[config.mk]
export PLATFORM = sky130hd
export DESIGN_NAME = mllm_ctrl
export DESIGN_NICKNAME = d
export VERILOG_FILES = /design/src/hw/rtl/mllm_pkg.sv /design/src/hw/rtl/mllm_ctrl.sv
export SDC_FILE = /design/constraint.sdc
export NUM_CORES = 1
export LEC_CHECK = 0
export BUFFER_PORTS_ARGS = -buffer_cell sky130_fd_sc_hd__buf_2
export CAP_MARGIN = 20
export CELL_PAD_IN_SITES_DETAIL_PLACEMENT = 0
export CELL_PAD_IN_SITES_GLOBAL_PLACEMENT = 1
export CORE_AREA = 4 4 41 43
export CTS_CLUSTER_SIZE = 25
export DETAILED_ROUTE_END_ITERATION = 16
export DIE_AREA = 0 0 45 47
export PLACE_DENSITY_LB_ADDON = 0.1
export SLEW_MARGIN = 20
export SYNTH_ARGS = -nofsm -noshare
export SYNTH_HDL_FRONTEND = slang
export SYNTH_SLANG_ARGS = --single-unit
[constraint.sdc]
create_clock -name clk -period 2.65 [get_ports clk]
set_input_delay 0 -clock clk [delete_from_list [all_inputs] [get_ports clk]]
set_output_delay 0 -clock clk [all_outputs]
set_load 0.05 [all_outputs]
[src/hw/rtl/mllm_pkg.sv]
package mllm_pkg;

  localparam int CMD_W    = 2;
  localparam int STATUS_W = 2;

  // Command codes
  localparam logic [CMD_W-1:0] CMD_INSERT = 2'd0;
  localparam logic [CMD_W-1:0] CMD_REMOVE = 2'd1;
  localparam logic [CMD_W-1:0] CMD_MOVE   = 2'd2;
  localparam logic [CMD_W-1:0] CMD_PEEK   = 2'd3;

  // Status codes
  localparam logic [STATUS_W-1:0] ST_DONE       = 2'd0;
  localparam logic [STATUS_W-1:0] ST_NOT_LINKED = 2'd1;
  localparam logic [STATUS_W-1:0] ST_LINKED     = 2'd2;
  localparam logic [STATUS_W-1:0] ST_BAD_LIST   = 2'd3;

  // Controller -> datapath commands
  typedef struct packed {
    logic latch;    // capture a new command beat
    logic clr;      // one step of the post-reset clearing sweep
    logic lookup;   // read membership and links of the node
    logic unlink;   // splice the node out of its current list
    logic read_ht;  // read head and tail of the affected list
    logic link1;    // first write step of a link
    logic link2;    // second write step of a link
    logic emit;     // register the result beat
  } mllm_ctl_t;

  // Datapath -> controller status
  typedef struct packed {
    logic [CMD_W-1:0] cmd;
    logic             node_bad;
    logic             tl_bad;
    logic             linked;
    logic             clr_last;
  } mllm_stat_t;

endpackage

[src/hw/rtl/mllm_ctrl.sv]
module mllm_ctrl (
  input  logic                   clk,
  input  logic                   rst,
  input  logic                   start,
  output logic                   busy,
  input  mllm_pkg::mllm_stat_t   stat,
  output mllm_pkg::mllm_ctl_t    ctl
);

  localparam logic [2:0] S_CLEAR  = 3'd0;
  localparam logic [2:0] S_IDLE   = 3'd1;
  localparam logic [2:0] S_LOOKUP = 3'd2;
  localparam logic [2:0] S_DECIDE = 3'd3;
  localparam logic [2:0] S_RDHT   = 3'd4;
  localparam logic [2:0] S_HT     = 3'd5;
  localparam logic [2:0] S_LINK2  = 3'd6;

  logic [2:0] state;
  logic [2:0] state_next;
  logic       link_path;

  // insert of a free node, or any move, ends in a link
  assign link_path = (stat.cmd == mllm_pkg::CMD_MOVE) ||
                     ((stat.cmd == mllm_pkg::CMD_INSERT) && !stat.linked);

  // next state and datapath commands
  always_comb begin
    ctl        = '0;
    state_next = state;
    unique case (state)
      S_CLEAR: begin
        ctl.clr = 1'b1;
        if (stat.clr_last) state_next = S_IDLE;
      end
      S_IDLE: begin
        if (start) begin
          ctl.latch  = 1'b1;
          state_next = S_LOOKUP;
        end
      end
      S_LOOKUP: begin
        if (stat.node_bad) begin
          ctl.emit   = 1'b1;
          state_next = S_IDLE;
        end else begin
          ctl.lookup = 1'b1;
          state_next = S_DECIDE;
        end
      end
      S_DECIDE: begin
        unique case (stat.cmd) inside
          mllm_pkg::CMD_INSERT, mllm_pkg::CMD_MOVE: begin
            if (stat.tl_bad) begin
              ctl.emit   = 1'b1;
              state_next = S_IDLE;
            end else begin
              ctl.unlink = stat.linked && (stat.cmd == mllm_pkg::CMD_MOVE);
              state_next = S_RDHT;
            end
          end
          mllm_pkg::CMD_REMOVE: begin
            if (!stat.linked) begin
              ctl.emit   = 1'b1;
              state_next = S_IDLE;
            end else begin
              ctl.unlink = 1'b1;
              state_next = S_RDHT;
            end
          end
          mllm_pkg::CMD_PEEK: begin
            if (stat.linked) begin
              state_next = S_RDHT;
            end else begin
              ctl.emit   = 1'b1;
              state_next = S_IDLE;
            end
          end
        endcase
      end
      S_RDHT: begin
        ctl.read_ht = 1'b1;
        state_next  = S_HT;
      end
      S_HT: begin
        if (link_path) begin
          ctl.link1  = 1'b1;
          state_next = S_LINK2;
        end else begin
          ctl.emit   = 1'b1;
          state_next = S_IDLE;
        end
      end
      S_LINK2: begin
        ctl.link2  = 1'b1;
        ctl.emit   = 1'b1;
        state_next = S_IDLE;
      end
      default: begin
        state_next = S_IDLE;
      end
    endcase
  end

  // state register; reset starts the clearing sweep
  always_ff @(posedge clk) begin
    if (rst) begin
      state <= S_CLEAR;
    end else begin
      state <= state_next;
    end
  end

  assign busy = (state != S_IDLE);

endmodule

Word-level counts from Yosys, hierarchy flattened
Cells that the tools add are included.
{ "classes": {"addsub": 0, "n_mul": 0, "div": 0, "order_cmp": 0, "n_eq_ne": 12, "n_shift": 0, "n_mux": 27, "n_bitwise": 0, "reduce_logical": 9} }
{ "op_table": {"columns": ["operator", "count"], "rows": [
  ["3-bit case mux with 6 select lines", 1],
  ["1-bit two-way mux", 16],
  ["3-bit two-way mux", 5],
  ["3-bit equality test, second input constant", 3],
  ["3-bit by 2-bit equality test with 1-bit output, second input constant", 2],
  ["3-bit case mux with 2 select lines", 1],
  ["2-bit equality test, second input constant", 2],
  ["2-bit inequality test, second input constant", 2],
  ["1-bit case mux with 2 select lines", 2],
  ["1-bit case mux with 4 select lines", 1],
  ["2-bit OR reduction", 2],
  ["3-bit by 1-bit equality test with 1-bit output, second input constant", 1],
  ["3-bit zero test", 1],
  ["3-bit by 1-bit inequality test with 1-bit output, second input constant", 1],
  ["2-bit by 1-bit equality test with 1-bit output, second input constant", 1],
  ["1-bit logical AND", 2],
  ["2-bit zero test", 1],
  ["2-bit two-way mux", 1],
  ["2-bit AND reduction", 1],
  ["1-bit zero test", 1],
  ["1-bit logical OR", 1]
]} }
{ "word_totals": {"reg_bits": 3, "latch_bits": 0, "ram_bits": 0, "rom_bits": 0, "out_inout_bits": 9, "elab_cells": 49, "mem_count": 0} }

Longest topological paths before layout
Gate-level depths: netlist of the first run.
{ "logic_depth": {"word_depth": 5, "depth_mapped": 5, "depth_no_buf": 4} }

Worst setup path before layout of the first run
OpenSTA, ideal clock, no wires.
{ "synth_path": {"path_type": "reg-to-output", "start": "reg state[0]", "end": "out ctl[5] (netlist name)", "t_arrival_ns": 1.679, "setup_slack_ns": 0.971, "path_stages_with_launch": 4, "path_buffers": 1, "path_cell_list": "dfxtp_1 buf_4 nand2b_1 nor3_1"} }
{ "synth_lines": {"columns": ["item", "line", "source"], "rows": [
  ["start, declared", "mllm_ctrl.sv:18", "logic [2:0] state;"],
  ["start signal, assigned", "mllm_ctrl.sv:109", "state <= state_next;"],
  ["end, declared", "mllm_ctrl.sv:7", "output mllm_pkg::mllm_ctl_t ctl"]
]} }

==> results.json, run 1 <==
{
  "synth_nets": 55,
  "cp_slowest_cell": "dfxtp_1",
  "p_leak_uw": 0.000209,
  "dr_wl_met3_um": 106,
  "yosysTopAreaCellShare_pct": 17.6,
  "io_pins": 18,
  "synth_warnings": 0,
  "yosysTopAreaCell": "dfxtp_1",
  "post_cts_resize_count": 0,
  "postLayoutCoreUtil_pct": 34.7,
  "htreeDepth": 1,
  "antenna_found_initial": 0,
  "setup_viol": 0,
  "path_class": "reg2out",
  "top_layer": "met3",
  "worstReg2RegStart": "state[1]$_SDFFE_PP0P_",
  "via_per_inst": 4.84,
  "netlist_area_um2": 342,
  "core_mm2": 0.00130,
  "hp-start": "stat[0]",
  "max_freq_ghz": 0.619,
  "worstMarginPinSlew_ns": 0.506,
  "syn-instance-count": 46,
  "seq_area_frac_synth_pct": 17.6,
  "nNetsFinal": 75,
  "period_minus_slack_ns": 1.62,
  "drv_cap": 0,
  "slew_viol_final": 0,
  "syn2layout_area_growth_pct": 32.2,
  "clk_latency_ns": 0.23,
  "routed-wl-met2_um": 380,
  "largest_reg_flops": 3,
  "grt_pass1_wl_mm": 1.53,
  "dp_hpwl_um": 719,
  "gr-total-overflow": 0,
  "met1_length_um": 426,
  "clock_skew_ns": 0.000553,
  "final_antenna_net_count": 0,
  "largest-register": "state",
  "cts_buffer_depth": 2,
  "power_uw": 186,
  "r2r_slack_ns": 1.41,
  "drc": 0,
  "layout-drive-gt1-share_pct": 40.0,
  "synthDistinctLibCells": 24,
  "tns_ns": 0,
  "antennaDiodeCount": 0,
  "post-route-period-util_pct": 61.0,
  "grt_pass1_vias": 381,
  "final_cell_mix": "buf_2, nor2_1, o21ai_1",
  "rows": 13,
  "avgSynthCellArea_um2": 7.43,
  "irDropWorstVdd_v": 0.000177,
  "netlist_top_cells_area": "dfxtp_1, buf_6, nor2_1",
  "dr.pass1.iters": 2,
  "track_usage_pct": 9.71,
  "start_kind": "flop",
  "cts_buffers": 3,
  "synth_seq_cells": 3,
  "hold_class": "in2reg",
  "clockRootBuffer": "clkbuf_4",
  "status": "finished, final reports clean",
  "die_w_um": 45,
  "worst_slack_ns": 1.03,
  "place_ws_ns": 1.27,
  "clkTransAtPathRegs_ns": 0.03,
  "critical_path.cell_chain": "nor2b_2, o21ai_1, o21ai_1, a22o_1, buf_2",
  "grt_max_degree": 16,
  "cts_tree": "yes",
  "crit_path_max_incr_delay_ns": 0.50,
  "rsz0062_at_grt": "no",
  "cp.arrival_ns": 1.62,
  "vias": 387,
  "finalHoldViolations": 0,
  "p_per_area_mw_per_mm2": 412,
  "die_area_mm2": 0.00212,
  "wirelength_um": 913,
  "port_buffers": 17,
  "post_cts_buffers": 0,
  "gp_congestion": 0.690,
  "path_common_cell": "o21ai_1",
  "slew_headroom_pct": 66.2,
  "cp_max_fo": 12,
  "dr.first_iter.drc_count": 1,
  "die_h_um": 47,
  "routedWlPerCell_um": 11.4,
  "cts_sinks": 3,
  "layout_commonest_cell": "buf_2",
  "cp.required_ns": 2.65,
  "initial_core_util_pct": 26.3,
  "end_kind": "output pin",
  "worst_setup_path_startpoint": "state[0]$_SDFFE_PP0P_",
  "top_regs": "state: 3 flops"
}
## report_power, final
group          switching (uW)  internal [uW]  leakage, uW  total [uW]
clock                    21.5           56.3    0.0000150        77.8
sequential               5.37           47.3    0.0000245        52.6
combinational            34.4           21.4     0.000170        55.8
## final timing paths
check,endpoint,cells past startpoint
worst max register to register,state[1]$_SDFFE_PP0P_,4
worst min register to register,state[2]$_SDFFE_PP0P_,3
worst min-delay path,state[0]$_SDFFE_PP0P_,3
worst max-delay path,ctl[0],5
## Yosys cell counts, drive strengths merged
master  number
a211o        1
o2111a       2
buf          3
and3         2
and2b        1
nor2         6
a21oi        1
nor4         1
nor3         5
nand2        1
o21ai        6
nor2b        4
nor3b        1
a211oi       1
a32oi        2
nand2b       2
a22o         1
inv          3
dfxtp        3
## stage by stage
stage,hold slack (ns),instances,cell area [um^2]
CTS,0.0354,80,452
global placement,0.186,75,415
global route,0.0817,80,452
floorplan,0.0697,46,342
finish,0.0399,80,452
detailed placement,0.193,75,415
## critical path: cells and delay by family, from the launching register on
kind	cells	cell delay [ns]
DFF	1	0.50
AOI/OAI and AO/OA	3	0.32
and+or+nand+nor	1	0.31
buffers and inverters	1	0.26
## repair_timing
action / in CTS / in global routing
hold endpoints to repair: 1 / 0
hold buffers: 1 / 0
setup endpoints to repair: 0 / 0
## per-layer routing
metal | track usage (%) | vias to the layer above
met5 | 0 | -
li1 | - | 205
met3 | 2.30 | 0
met4 | 5.26 | 0
met1 | 12.9 | 167
met2 | 14.4 | 15
## area by class of cell
| type | instances | area, um^2 |
|---|---|---|
| Timing Repair Buffer | 18 | 95.1 |
| Fill cell | 160 | 850 |
| Clock buffer | 4 | 26.3 |
| Multi-Input combinational cell | 37 | 240 |
| Tap cell | 15 | 18.8 |
| Inverter | 3 | 11.3 |
| Sequential cell | 3 | 60.1 |
## cell families (layout without fill, tap and decap cells)
logic type | Yosys count | in the layout | share of synthesized area (%)
simple gates | 23 | 23 | 41.0
flops | 3 | 3 | 17.6
compound gates | 14 | 14 | 29.3
buf+inv | 6 | 25 | 12.1
(Power assumes the default switching activity.)
==> inputs of run 2 (changes only) <==
==> constraint.sdc (replaced) <==
create_clock -name clk -period 1.65 [get_ports clk]
set_input_delay 0 -clock clk [delete_from_list [all_inputs] [get_ports clk]]
set_output_delay 0 -clock clk [all_outputs]
set_load 0.05 [all_outputs]
==> run 2 against run 1 <==
Clock-buffer cell count did not move. Global-route usage increased by 0.79 points. Sequential power is 60% higher. Critical path type unchanged. Routed wire length up 5.0%. Clock skew rose by 0.0025 ns. Via count up 2.3%. Die area did not move.
==> results.json, run 2 (same netlist as run 1, synthesis figures left out) <==
{
  "worstReg2RegStart": "state[2]$_SDFFE_PP0P_",
  "core_mm2": 0.00130,
  "grt_pass1_wl_mm": 1.61,
  "finalHoldViolations": 0,
  "dr.first_iter.drc_count": 4,
  "cts_sinks": 3,
  "die_area_mm2": 0.00212,
  "gp_congestion": 0.707,
  "vias": 396,
  "r2r-end": "state[0]$_SDFFE_PP0P_",
  "cp_num_cells": 5,
  "slew_headroom_pct": 79.8,
  "cp.arrival_ns": 1.51,
  "hp-start": "stat[0]",
  "die_h_um": 47,
  "cp.required_ns": 1.65,
  "hold_path_end": "state[0]$_SDFFE_PP0P_",
  "p_int_uw": 202,
  "dr.pass1.iters": 3,
  "status": "finished, final reports clean",
  "p_leak_uw": 0.000223,
  "final_antenna_net_count": 0,
  "via_per_inst": 4.83,
  "slew_viol_final": 0,
  "cp_slowest_cell": "dfxtp_2",
  "rsz0062_at_grt": "no",
  "final_cell_mix": "buf_2, nor2_1, o21ai_1, nor3_2, clkbuf_4",
  "setup_viol": 0,
  "period_minus_slack_ns": 1.51,
  "drv_cap": 0,
  "largest_reg_flops": 3,
  "post_cts_buffers": 0,
  "tns_ns": 0,
  "combPwrFrac_pct": 30.7,
  "antennaDiodeCount": 0,
  "clk_latency_ns": 0.23,
  "port_buffers": 17,
  "cts_buffer_depth": 2,
  "power_uw": 303,
  "worstMarginPinSlew_ns": 0.300,
  "grt_pass1_vias": 379,
  "clockRootBuffer": "clkbuf_4",
  "hold_class": "in2reg",
  "track_usage_pct": 10.5,
  "nNetsFinal": 77,
  "die_w_um": 45,
  "pwr-share-seq_pct": 27.8,
  "syn2layout_area_growth_pct": 38.5,
  "crit_path_max_incr_delay_ns": 0.42,
  "layout_commonest_cell": "buf_2",
  "antenna_found_initial": 0,
  "rows": 13,
  "r2r_cells": 5,
  "start_kind": "flop",
  "min_path_cells": 3,
  "layout-drive-gt1-share_pct": 44.8,
  "p_per_area_mw_per_mm2": 641,
  "max_freq_ghz": 0.661,
  "cts_tree": "yes",
  "irDropWorstVdd_v": 0.000337,
  "post-route-period-util_pct": 91.7,
  "path_common_cell": "o21ai_1",
  "initial_core_util_pct": 26.3,
  "top_regs": "state: 3 flops",
  "end_kind": "output pin",
  "critical_path_buf_inv_count": 1,
  "cp_max_fo": 12,
  "routedWlPerCell_um": 11.7,
  "cts_buffers": 3,
  "clock_skew_ns": 0.00301,
  "wirelength_um": 959,
  "io_pins": 18,
  "largest-register": "state",
  "drc": 0,
  "gr-total-overflow": 0,
  "htreeDepth": 1,
  "power_frac_clock_pct": 41.6,
  "path_class": "reg2out",
  "grt_max_degree": 13,
  "critical_path.cell_chain": "nor2b_2, o21ai_1, o21ai_1, a22o_1, buf_2",
  "r2r_slack_ns": 0.45,
  "cp_top_family": "flip-flops",
  "clkTransAtPathRegs_ns": 0.03,
  "dp_hpwl_um": 758,
  "postLayoutCoreUtil_pct": 36.3,
  "p_sw_share_pct": 33.3,
  "p_sw_uw": 101
}
-- run 2: changes by cell type in the layout (fill, tap and decap cells not counted), sizes merged --
cell / previous run / this run
buf: 17 / 19
-- run 2: worst max-delay path by stage --
stage / start / endpoint / slack [ns]
global placement: state[0]$_SDFFE_PP0P_ / ctl[0] / 0.30
floorplan: state[2]$_SDFFE_PP0P_ / ctl[3] / 0.04
detailed placement: state[0]$_SDFFE_PP0P_ / ctl[0] / 0.26
finish: state[0]$_SDFFE_PP0P_ / ctl[0] / 0.14
global route: state[0]$_SDFFE_PP0P_ / ctl[0] / 0.06
CTS: state[0]$_SDFFE_PP0P_ / ctl[0] / 0.01
-- run 2: area by class of cell --
class                   count  area, um^2
multi-input cells          37         245
clock buffers               4        26.3
flip-flops and latches      3        61.3
fillers                   148         828
inverters                   3        11.3
well taps                  15        18.8
repair buffers             20         110
-- run 2: power groups by stage --
stage          Clock (uW)  Sequential, uW  Combinational [uW]
6_report              126            84.3                93.0
3_5_place_dp            0            84.5                91.3
2_1_floorplan           0            79.1                71.2
4_1_cts               133            83.3                93.3
5_1_grt               141            84.7                 102
3_3_place_gp            0            84.6                92.7
-- run 2: per-layer routing --
| metal | up-vias | wire (um) | global-route usage (%) |
|---|---|---|---|
| met5 | - | 0 | 0 |
| met4 | 0 | 0 | 5.26 |
| met3 | 0 | 90 | 3.83 |
| met2 | 15 | 383 | 14.1 |
| met1 | 170 | 485 | 14.5 |
| li1 | 211 | - | - |
-- run 2: tightest hold or removal path: cells and delay by family --
kind / cells / cell delay [ns]
buf+inv: 1 / 0.08
simple gates: 2 / 0.13
-- run 2: what timing repair did --
item	4_1_cts	5_1_grt
endpoints found under the setup margin	0	1
gates resized for setup	0	1
hold endpoints to repair	1	0
hold buffers	1	0
-- run 2: metrics by stage --
| stage | cells | worst slack (ns) | cell area [um^2] | hold slack, ns |
|---|---|---|---|---|
| floorplan | 46 | 0.0401 | 347 | 0.0697 |
| detailed placement | 77 | 0.264 | 435 | 0.189 |
| CTS | 82 | 0.0104 | 472 | 0.0208 |
| global route | 82 | 0.0572 | 473 | 0.0588 |
| global placement | 77 | 0.300 | 435 | 0.186 |
| finish | 82 | 0.137 | 473 | 0.0258 |
==> inputs of run 3 (changes only) <==
--- a/config.mk
+++ b/config.mk
@@ -5,14 +5,15 @@
 export SDC_FILE = /design/constraint.sdc
 export NUM_CORES = 1
 export LEC_CHECK = 0
+export ABC_AREA = 1
 export BUFFER_PORTS_ARGS = -buffer_cell sky130_fd_sc_hd__buf_2
 export CAP_MARGIN = 20
 export CELL_PAD_IN_SITES_DETAIL_PLACEMENT = 0
 export CELL_PAD_IN_SITES_GLOBAL_PLACEMENT = 1
-export CORE_AREA = 4 4 41 43
+export CORE_MARGIN = 4
+export CORE_UTILIZATION = 25
 export CTS_CLUSTER_SIZE = 25
 export DETAILED_ROUTE_END_ITERATION = 16
-export DIE_AREA = 0 0 45 47
 export PLACE_DENSITY_LB_ADDON = 0.1
 export SLEW_MARGIN = 20
 export SYNTH_ARGS = -nofsm -noshare
==> run 3 against run 2 <==
Clock-buffer cell count did not move. Hold slack improved by 0.11 ns. Sequential power rose by 7.7%. Largest power group is now combinational cells.
==> results.json, run 3 <==
{
  "port_buffers": 17,
  "hold_class": "in2reg",
  "drv_cap": 0,
  "core_mm2": 0.00119,
  "multi_input_area_um2": 215,
  "hold_path_end": "state[2]$_SDFFE_PP0P_",
  "clock_skew_ns": 0.000334,
  "max_freq_ghz": 0.747,
  "netlist_top_cells_area": "nand2_1, dfxtp_1, inv_1",
  "clockRootBuffer": "clkbuf_4",
  "use_met1_pct": 13.3,
  "min_path_cells": 4,
  "largest_reg_flops": 3,
  "p_leak_uw": 0.000325,
  "syn2layout_area_growth_pct": 42.0,
  "die_w_um": 44.7,
  "synth_warnings": 0,
  "dp_hpwl_um": 726,
  "register_area_um2": 60.1,
  "dr.first_iter.drc_count": 7,
  "largest-register": "state",
  "synth_nets": 72,
  "place_ws_ns": 0.546,
  "syn-instance-count": 63,
  "r2r-end": "state[1]$_SDFFE_PP0P_",
  "clk_latency_ns": 0.23,
  "layout_commonest_cell": "nand2_1",
  "worst_slack_ns": 0.311,
  "cts_sinks": 3,
  "die_area_mm2": 0.00200,
  "slew_viol_final": 0,
  "antennaDiodeCount": 0,
  "tns_ns": 0,
  "path_class": "reg2out",
  "hp-start": "stat[2]",
  "post-route-period-util_pct": 81.1,
  "use_met2_pct": 14.0,
  "io_pins": 18,
  "grt_pass1_wl_mm": 1.47,
  "final_cell_mix": "nand2_1, buf_2, inv_1, nand3_1, nor2_2",
  "synthTopCellsByCount": "nand2_1, inv_1, nand3_1, nor2_1, nor2_2",
  "synth_edf_count": 0,
  "clkTransAtPathRegs_ns": 0.04,
  "met3_usage_pct": 2.39,
  "avgSynthCellArea_um2": 5.34,
  "cts_buffer_depth": 2,
  "finalHoldViolations": 0,
  "vias": 423,
  "yosysTopAreaCell": "nand2_1",
  "cts_buffers": 3,
  "drc": 0,
  "end_kind": "output pin",
  "rsz0062_at_grt": "no",
  "track_usage_pct": 10.1,
  "antenna_found_initial": 0,
  "seq_area_frac_synth_pct": 17.8,
  "worstMarginPinSlew_ns": 0.256,
  "yosysTopAreaCellShare_pct": 21.2,
  "worstReg2RegStart": "state[0]$_SDFFE_PP0P_",
  "synthFlopType": "dfxtp_1",
  "status": "finished, final reports clean",
  "wirelength_um": 840,
  "period_minus_slack_ns": 1.34,
  "r2r_cells": 6,
  "netlist_area_um2": 337,
  "post_cts_buffers": 0,
  "gr-max-usage-layer": "met2",
  "nNetsFinal": 95,
  "cp.required_ns": 1.65,
  "rows": 12,
  "initial_core_util_pct": 28.4,
  "grt_max_degree": 8,
  "dr.pass1.iters": 4,
  "gr-total-overflow": 0,
  "slew_headroom_pct": 83.1,
  "yosysMostFrequentCell": "nand2_1",
  "p_per_area_mw_per_mm2": 806,
  "grt_pass1_vias": 377,
  "postLayoutCoreUtil_pct": 40.3,
  "layout-drive-gt1-share_pct": 36.5,
  "r2r_slack_ns": 0.58,
  "cp_max_fo": 7,
  "via_per_inst": 4.27,
  "start_kind": "flop",
  "htreeDepth": 1,
  "cts_tree": "yes",
  "die_h_um": 44.7,
  "cp.arrival_ns": 1.34,
  "final.fill_count": 145,
  "final_antenna_net_count": 0,
  "irDropWorstVdd_v": 0.000424,
  "setup_viol": 0,
  "post_cts_resize_count": 0,
  "routedWlPerCell_um": 8.48,
  "top_regs": "state: 3 flops",
  "gp_congestion": 0.701,
  "synthArstFlopShare_pct": 0,
  "synth_seq_cells": 3,
  "synthDistinctLibCells": 14
}
[run 3: changes by cell type after synthesis, moves of 4 or more]
cell / previous run / this run
o21ai_1: 4 / 0
nand2_1: 1 / 19
inv_1: 2 / 15
nor2_2: 0 / 4
nand3_1: 0 / 6
[run 3: through the flow]
step | area [um^2] | hold slack (ns) | total power, uW | cells
floorplan | 339 | 0.0669 | 219 | 63
global placement | 442 | 0.205 | 260 | 94
detailed placement | 442 | 0.205 | 258 | 94
CTS | 478 | 0.130 | 393 | 99
global route | 478 | 0.162 | 417 | 99
finish | 478 | 0.132 | 385 | 99
[run 3: logic make-up after synthesis]
group                  after synthesis  share of synthesized area [%]
DFF                                  3                           17.8
AOI/OAI and AO/OA                    4                           6.32
buffers and inverters               17                           19.0
and+or+nand+nor                     39                           56.9
[run 3: layer usage]
metal,vias up,share of wire (%)
met5,-,0
met4,0,0
met3,0,6.9
met2,16,44
met1,176,49
li1,231,-
[run 3: timing repair]
action                                 4_1_cts  5_1_grt
setup endpoints to repair                    0        0
hold buffers                                 1        0
endpoints found under the hold margin        2        0
[run 3: worst max-delay path by stage]
stage / slack [ns] / from / end
final: 0.31 / state[1]$_SDFFE_PP0P_ / ctl[4]
after detailed placement: 0.55 / state[1]$_SDFFE_PP0P_ / ctl[4]
after global routing: 0.18 / state[1]$_SDFFE_PP0P_ / ctl[4]
after global placement: 0.52 / state[1]$_SDFFE_PP0P_ / ctl[4]
after CTS: 0.29 / state[1]$_SDFFE_PP0P_ / ctl[4]
after floorplan: 0.003 / state[1]$_SDFFE_PP0P_ / ctl[0]
[run 3: cell type report]
type,instances,area share (%)
multi-input combinational,43,45.0
timing repair buffer,18,19.9
inverter,17,13.4
sequential,3,12.6
clock buffer,4,5.50
tap,14,3.66
[run 3: power by group]
part	total [uW]	switching (uW)	internal (uW)
clock network	128	37.2	90.6
logic	166	117	49.3
registers	90.8	11.0	79.8
[run 3: worst max-delay path: stages (launching register included)]
cell,delay [ns]
dfxtp_1,0.42
nand2_1,0.09
nor2_2,0.13
nand3_1,0.09
a21oi_1,0.11
buf_2,0.27
